[config.mk]
export PLATFORM = sky130hd
export DESIGN_NAME = onewire_scratchpad_temperature_check_top
export DESIGN_NICKNAME = d
export VERILOG_FILES = /design/src/sv/owtc_pkg.sv /design/src/sv/owtc_in_stage.sv /design/src/sv/owtc_check.sv /design/src/sv/owtc_out_stage.sv /design/src/sv/onewire_scratchpad_temperature_check_top.sv
export VERILOG_INCLUDE_DIRS = /design/src /design/src/sv
export SDC_FILE = /design/constraint.sdc
export NUM_CORES = 1
export LEC_CHECK = 0
export BUFFER_PORTS_ARGS = -buffer_cell sky130_fd_sc_hd__buf_2
export CAP_MARGIN = 15
export CORE_MARGIN = 10
export CORE_UTILIZATION = 60
export CTS_BUF_LIST = sky130_fd_sc_hd__clkbuf_16
export DETAILED_ROUTE_END_ITERATION = 8
export PLACE_DENSITY_LB_ADDON = 0.05
export RECOVER_POWER = 50
export SETUP_SLACK_MARGIN = 0.05
export SLEW_MARGIN = 20
export SYNTH_ARGS = -nofsm -noshare
export SYNTH_HDL_FRONTEND = slang
export SYNTH_SLANG_ARGS = --single-unit
export TNS_END_PERCENT = 1
[constraint.sdc]
create_clock -name clk -period 5.4 [get_ports clk]
set_input_delay 0.54 -clock clk [delete_from_list [all_inputs] [get_ports clk]]
set_output_delay 0.54 -clock clk [all_outputs]
set_load 0.02 [all_outputs]
[src/sv/onewire_scratchpad_temperature_check_top_assert.svh]
// Assertion macros used by the scratchpad check RTL.
`ifndef ONEWIRE_SCRATCHPAD_TEMPERATURE_CHECK_TOP_ASSERT_SVH
`define ONEWIRE_SCRATCHPAD_TEMPERATURE_CHECK_TOP_ASSERT_SVH

// Condition must hold at every clock edge out of reset.
`define OWTC_ASSERT_ALWAYS(lbl, cond) \
    lbl: assert property (@(posedge clk) disable iff (!rst_n) (cond)) \
        else $error("owtc: invariant violated");

// When trig holds, cond must hold in the next cycle.
`define OWTC_ASSERT_NEXT(lbl, trig, cond) \
    lbl: assert property (@(posedge clk) disable iff (!rst_n) (trig) |=> (cond)) \
        else $error("owtc: sequence violated");

`endif

[src/sv/owtc_pkg.sv]
// Types, constants and the CRC-8 byte step for the scratchpad check.
package owtc_pkg;

    localparam logic [7:0]        MarkerValue = 8'h10;
    localparam logic signed [15:0] FailTemp   = -16'sd27315;
    localparam logic [3:0]        CrcLen      = 4'd8;
    localparam logic [7:0]        PolyRefl    = 8'h8C;

    typedef struct packed {
        logic [7:0] data_byte;
        logic       restart;
    } owtc_item_t;

    typedef struct packed {
        logic signed [15:0] temperature;
        logic               valid_res;
    } owtc_result_t;

    // Handshake between the stages and the check logic
    typedef struct packed {
        logic advance;   // stage-one transaction moves on this cycle
        logic emit;      // that transaction yields a result
    } owtc_ctrl_t;

    // Dallas/Maxim CRC-8, reflected, one byte
    function automatic logic [7:0] crc8_byte(input logic [7:0] crc, input logic [7:0] b);
        logic [7:0] c;
        c = crc ^ b;
        for (int k = 0; k < 8; k++) begin
            c = c[0] ? ((c >> 1) ^ PolyRefl) : (c >> 1);
        end
        return c;
    endfunction

endpackage

[src/sv/owtc_in_stage.sv]
// Input register stage: holds one accepted byte transaction.
module owtc_in_stage (
    input  logic               clk,
    input  logic               rst_n,
    input  logic               in_valid,
    output logic               in_stall,
    input  owtc_pkg::owtc_item_t in_item,
    input  owtc_pkg::owtc_ctrl_t ctrl,
    output logic               s1_valid,
    output owtc_pkg::owtc_item_t s1_item
);
    import owtc_pkg::*;

    logic       valid_reg;
    logic       valid_next;
    owtc_item_t item_reg;
    logic       load;

    // Hold off the sender while the held byte cannot move on
    assign in_stall = valid_reg && !ctrl.advance;
    assign load     = in_valid && !in_stall;

    always_comb
    begin
        if (load)
            valid_next = 1'b1;
        else if (ctrl.advance)
            valid_next = 1'b0;
        else
            valid_next = valid_reg;
    end

    always_ff @(posedge clk or negedge rst_n)
    begin
        if (!rst_n)
            valid_reg <= 1'b0;
        else
            valid_reg <= valid_next;
    end

    // Payload, no reset
    always_ff @(posedge clk)
    begin
        if (load)
            item_reg <= in_item;
    end

    assign s1_valid = valid_reg;
    assign s1_item  = item_reg;

endmodule

[src/sv/owtc_check.sv]
// Scratchpad state: CRC, byte position, raw reading, marker and conversion.
module owtc_check (
    input  logic                   clk,
    input  logic                   rst_n,
    input  logic                   s1_valid,
    input  owtc_pkg::owtc_item_t   s1_item,
    input  logic                   advance,
    output logic                   emit,
    output owtc_pkg::owtc_result_t result
);
    import owtc_pkg::*;

    `include "onewire_scratchpad_temperature_check_top_assert.svh"

    logic [7:0] crc_reg,    crc_next;
    logic [3:0] pos_reg,    pos_next;
    logic [7:0] raw_lo_reg, raw_lo_next;
    logic [7:0] raw_hi_reg, raw_hi_next;
    logic       marker_reg, marker_next;

    logic [3:0]         pos_eff;
    logic [7:0]         crc_base;
    logic               ok;
    logic signed [15:0] raw;
    logic signed [15:0] raw_x6;
    logic signed [15:0] raw_q4;

    // Effective position: restart or a stray position counts as byte 0
    assign pos_eff  = (s1_item.restart || pos_reg > CrcLen) ? 4'd0 : pos_reg;
    assign crc_base = (pos_eff == 4'd0) ? 8'd0 : crc_reg;
    assign emit     = s1_valid && (pos_eff == CrcLen);

    // State update per byte
    always_comb
    begin
        crc_next    = crc_reg;
        pos_next    = pos_reg;
        raw_lo_next = raw_lo_reg;
        raw_hi_next = raw_hi_reg;
        marker_next = marker_reg;
        if (advance)
        begin
            if (pos_eff == CrcLen)
            begin
                crc_next = crc_base;
                pos_next = 4'd0;
            end
            else
            begin
                crc_next = crc8_byte(crc_base, s1_item.data_byte);
                pos_next = pos_eff + 4'd1;
                if (pos_eff == 4'd0)
                    raw_lo_next = s1_item.data_byte;
                if (pos_eff == 4'd1)
                    raw_hi_next = s1_item.data_byte;
                if (pos_eff == 4'd7)
                    marker_next = (s1_item.data_byte == MarkerValue);
            end
        end
    end

    always_ff @(posedge clk or negedge rst_n)
    begin
        if (!rst_n)
        begin
            crc_reg    <= '0;
            pos_reg    <= '0;
            raw_lo_reg <= '0;
            raw_hi_reg <= '0;
            marker_reg <= 1'b0;
        end
        else
        begin
            crc_reg    <= crc_next;
            pos_reg    <= pos_next;
            raw_lo_reg <= raw_lo_next;
            raw_hi_reg <= raw_hi_next;
            marker_reg <= marker_next;
        end
    end

    // Check and conversion: r*6 + r/4, quotient truncated toward zero
    assign ok     = (crc_reg == s1_item.data_byte) && marker_reg;
    assign raw    = $signed({raw_hi_reg, raw_lo_reg});
    assign raw_x6 = (raw <<< 2) + (raw <<< 1);
    assign raw_q4 = (raw + (raw[15] ? 16'sd3 : 16'sd0)) >>> 2;

    always_comb
    begin
        result.valid_res   = ok;
        result.temperature = ok ? (raw_x6 + raw_q4) : FailTemp;
    end

    `OWTC_ASSERT_ALWAYS(a_pos_range, pos_reg <= CrcLen)
    `OWTC_ASSERT_NEXT(a_emit_wraps, advance && emit, pos_reg == 4'd0)
    `OWTC_ASSERT_NEXT(a_byte_counts, advance && !emit, pos_reg != 4'd0)
    `OWTC_ASSERT_NEXT(a_restart_pos, advance && s1_item.restart, pos_reg == 4'd1)

endmodule

[src/sv/owtc_out_stage.sv]
// Result register: holds one finished result until the receiver takes it.
module owtc_out_stage (
    input  logic                   clk,
    input  logic                   rst_n,
    input  owtc_pkg::owtc_ctrl_t   ctrl,
    input  owtc_pkg::owtc_result_t result,
    output logic                   out_free,
    output logic                   out_valid,
    input  logic                   out_stall,
    output owtc_pkg::owtc_result_t out_result
);
    import owtc_pkg::*;

    logic         valid_reg;
    logic         valid_next;
    owtc_result_t result_reg;
    logic         load;

    // Register can take a new result if empty or draining this cycle
    assign out_free = !valid_reg || !out_stall;
    assign load     = ctrl.advance && ctrl.emit;

    always_comb
    begin
        if (load)
            valid_next = 1'b1;
        else if (!out_stall)
            valid_next = 1'b0;
        else
            valid_next = valid_reg;
    end

    always_ff @(posedge clk or negedge rst_n)
    begin
        if (!rst_n)
            valid_reg <= 1'b0;
        else
            valid_reg <= valid_next;
    end

    always_ff @(posedge clk)
    begin
        if (load)
            result_reg <= result;
    end

    assign out_valid  = valid_reg;
    assign out_result = result_reg;

endmodule

[src/sv/onewire_scratchpad_temperature_check_top.sv]
// Top level of the 1-Wire scratchpad CRC check and temperature conversion.
//
// Input channel (in_valid/in_stall, data_byte, restart) carries the nine
// scratchpad bytes in order; restart marks byte 0 of a new scratchpad.
// Bytes 0 to 7 feed the CRC-8 and yield no result. Byte 8 yields one result
// transaction on the output channel (out_valid/out_stall, temperature,
// valid_res): hundredths of a degree if CRC and marker byte matched, else
// -27315 with valid_res low. After byte 8 the count wraps to byte 0.
// Throughput: one byte per cycle while in_stall is low. A byte goes
// through an input register, then one combinational pass (CRC step, check,
// r*6 + r/4) into the result register.
// When the receiver stalls, the result register holds; bytes that give no
// result still flow, and in_stall rises only when a byte-8 transaction is
// waiting behind a full, stalled result register.
// Reset clears the byte count, CRC, raw reading, marker and both valids.
module onewire_scratchpad_temperature_check_top (
    input  logic               clk,
    input  logic               rst_n,
    input  logic               in_valid,
    output logic               in_stall,
    input  logic [7:0]         data_byte,
    input  logic               restart,
    output logic               out_valid,
    input  logic               out_stall,
    output logic signed [15:0] temperature,
    output logic               valid_res
);
    import owtc_pkg::*;

    owtc_item_t   in_item;
    owtc_item_t   s1_item;
    logic         s1_valid;
    owtc_ctrl_t   ctrl;
    logic         emit;
    logic         out_free;
    owtc_result_t result;
    owtc_result_t out_result;

    assign in_item.data_byte = data_byte;
    assign in_item.restart   = restart;

    // Stage one moves on unless its result has nowhere to go
    assign ctrl.emit    = emit;
    assign ctrl.advance = s1_valid && (!emit || out_free);

    owtc_in_stage u_in_stage (
        .clk      (clk),
        .rst_n    (rst_n),
        .in_valid (in_valid),
        .in_stall (in_stall),
        .in_item  (in_item),
        .ctrl     (ctrl),
        .s1_valid (s1_valid),
        .s1_item  (s1_item)
    );

    owtc_check u_check (
        .clk      (clk),
        .rst_n    (rst_n),
        .s1_valid (s1_valid),
        .s1_item  (s1_item),
        .advance  (ctrl.advance),
        .emit     (emit),
        .result   (result)
    );

    owtc_out_stage u_out_stage (
        .clk        (clk),
        .rst_n      (rst_n),
        .ctrl       (ctrl),
        .result     (result),
        .out_free   (out_free),
        .out_valid  (out_valid),
        .out_stall  (out_stall),
        .out_result (out_result)
    );

    assign temperature = out_result.temperature;
    assign valid_res   = out_result.valid_res;

endmodule
==> metrics.csv <==
stage;metric;value;unit
status;status;finished, violations left;
status;violations;max-capacitance violations, max-slew violations;
clocking;cts_tree;yes;
critical_path;worst-endpoint-required;5.45;ns
sta;tightest_slew;1.67;ns
sta;relSlewSlack;-11.4;%
sta;fin_setup_tns;0;ns
logic_synthesis;synth_edf_count;26;
clocking;root_buffer;clkbuf_16;
grt;grt_pass1_vias;2802;
floorplanning;initial_core_util;63.1;%
floorplanning;die_h;99.6;um
hold_path;hold_class;primary input to flip-flop;
grt;antenna_found_initial;0;
floorplanning;coreArea;0.00603;sq mm
finish;multi_input_area;0.00204;sq mm
grt;grt.total_usage;16.0;%
floorplanning;fp.dieW;99.6;um
route;dr_wl_met2;3940;um
flow_run;cap_violations;1;
critical_path;worstPathMaxFanout;6;
pwr;ir_drop;384;uV
logic_synthesis;ys_seq_area_share;40.9;%
pwr;leakage;1.84;nW
route;drc;0;
critical_path;cp-end-kind;flip-flop;
sta;holdWs;0.388;ns
floorplanning;num_io_pins;32;
critical_path;crit_type;flip-flop to flip-flop;
logic_synthesis;syn_nets;406;
clocking;clkSinkCount;57;
route;ant_nets;0;
clocking;cts_hold_buf;0;
clocking;cts_buffer_depth;2;
finish;layout_common_cells;50 x inv_1, 39 x nand2_1, 36 x xnor2_1, 31 x dfrtp_1, 26 x edfxtp_1;
route;wl;7580;um
logic_synthesis;synth_cell_types;48;
route;drt-pass1-iter-count;4;
finish;final_common_cell;inv_1;
pwr;p_per_area;642;mW/mm^2
route;wl_met3;334;um
finish;synthToLayoutAreaGrowth;11.9;%
placed_design;routabilityCongestion;0.882;
clocking;path_clk_slew;0.05;ns
grt;grt_max_degree;32;
sta;skew;0.00690;ns
finish;largest_reg_flops;17;
finish;seq_area;0.00156;sq mm
floorplanning;rows;28;
grt;grt_overflow;0;
sta;fmax;242;MHz
placed_design;hpwl;5790;um
finish;num_antenna_cells;0;
route;avgRoutedWirePerCell;16.0;um
logic_synthesis;ys_ff_latch;57;
route;met1_length;3150;um
logic_synthesis;synth_cells;361;
logic_synthesis;syn-mean-instance-area;10.5;sq um
sta;slew_viol_final;32;
logic_synthesis;synth.cell_area;0.00380;sq mm
floorplanning;die-area;0.00992;sq mm
clocking;cts_resized;0;
clocking;cts_made_buffers;9;
finish;fin_cells;475;
clocking;htreeDepth;3;
clocking;clk_latency;0.32;ns
placed_design;pre_cts_ws;1.30;ns
sta;finalHoldViolations;0;
pwr;finalPower;2.73;mW
critical_path;slowest_delay;0.49;ns
route;vias;2659;
critical_path;cpMostUsedCell;nand2_1;
critical_path;worstPathArrival;4.17;ns
critical_path;cp-start-kind;flip-flop;
sta;finalCritPeriodShare;76.4;%
sta;rsz0062_at_grt;false;
finish;drive_gt1_share;12.3;%
critical_path;path_cells;ha_1 -> a31o_2 -> and2_1 -> and3_1 -> nand2_1 -> nor2_1 -> nand3_1 -> xnor2_1 -> fa_1 -> inv_1 -> ha_1 -> a21o_1 -> a21oi_1 -> nand2_1 -> o221ai_1 -> o21ai_0 -> xnor2_1 -> nand2_1;
finish;fill_cells;481;
sta;setup_slack;1.28;ns
route;maxUsedRoutingLayer;met4;
sta;setup_viol;0;
logic_synthesis;yosys_most_used_dff;dfrtp_1;
placed_design;dp.cells;460;
clocking;cts_setup_buffers;0;
logic_synthesis;synth_warnings;0;
finish;fin_nets;441;
sta;fin_crit;4.12;ns
critical_path;cp_slowest_cell;fa_1;
route;vias_per_cell;5.60;
route;drtIter0Drc;88;
placed_design;port_buffers;31;
logic_synthesis;synthArstFlopShare;54.4;%
grt;grt_first_pass_wirelength;12700;um
## cells by family after synthesis
group | count (synthesis) | synth area share [%]
XOR/XNOR | 54 | 13.3
flip-flops | 57 | 40.9
adder cells (fa/ha/maj) | 32 | 13.3
multiplexers | 18 | 5.30
AO/OA/AOI/OAI | 53 | 9.18
buffers and inverters | 54 | 5.33
AND/OR/NAND/NOR | 93 | 12.7
## worst max-delay path: cells and delay by family (launching register included)
family / cells / cell delay [ns]
fa+ha+maj: 3 / 1.05
compound gates: 5 / 1.04
simple gates: 7 / 0.97
flops: 1 / 0.43
xor+xnor: 2 / 0.31
buf+inv: 1 / 0.04
## cells in the mapped netlist (all sizes together) (3+ instances only)
library cell  instances  area share (%)
a21o                  3            0.59
a21oi                11             1.4
and2                  6            0.99
and3                  5            0.82
clkbuf                8            0.79
dfrtp                31              20
edfxtp               26              21
fa                   14             7.4
ha                   18             5.9
inv                  46             4.5
mux2                 17             5.0
nand2                40             4.0
nand3                 7             1.2
nand4                 5            0.82
nor2                  6            0.59
nor2b                 4            0.66
nor3                  6            0.79
o211ai                3            0.95
o21a                  8             1.6
o21ai                16             2.1
xnor2                37             9.0
xor2                 16             3.7
## metal layers
metal  vias up  track usage, %
met1      1268            16.7
met5         -               0
met4         0            7.72
met2        65            28.7
met3        17            4.71
li1       1309               -
## per-stage QoR
stage | cell area [sq um] | util [%]
floorplan | 3800 | -
global placement | 4030 | 66.9
detailed placement | 4030 | 66.9
CTS | 4280 | 71.0
global route | 4260 | 70.6
finish | 4260 | 70.6
## report_power, final
group	internal (mW)	switching, mW
sequential	0.536	0.113
clock	0.297	0.181
combinational	0.755	0.852
## final cells by class
class / count / share of cell area (%)
clock buffer: 9 / 5.29
clock inverter: 6 / 0.559
sequential: 57 / 36.6
inverter: 46 / 4.06
multi-input combinational: 250 / 48.0
timing repair buffer: 32 / 3.26
tap: 75 / 2.21
## path summary, 6_finish.rpt
kind,endpoint,cells after the start,start,slack [ns]
max,u_out_stage.out_result[16]$_SDFFCE_PN1P_,18,u_check.raw_hi_reg[7]$_DFFE_PN0P_,1.28
min,u_in_stage.s1_item[4]$_DFFE_PP_,1,data_byte[3],0.39
max reg2reg,u_out_stage.out_result[16]$_SDFFCE_PN1P_,18,u_check.raw_hi_reg[7]$_DFFE_PN0P_,1.28
min reg2reg,u_check.marker_reg$_DFFE_PN0P_,2,u_check.marker_reg$_DFFE_PN0P_,0.50
max in group asynchronous,u_check.raw_hi_reg[6]$_DFFE_PN0P_,1,rst_n,3.78
min in group asynchronous,u_check.pos_reg[0]$_DFFE_PN0P_,1,rst_n,0.64
No activity file was read; power rests on OpenSTA's default activity.
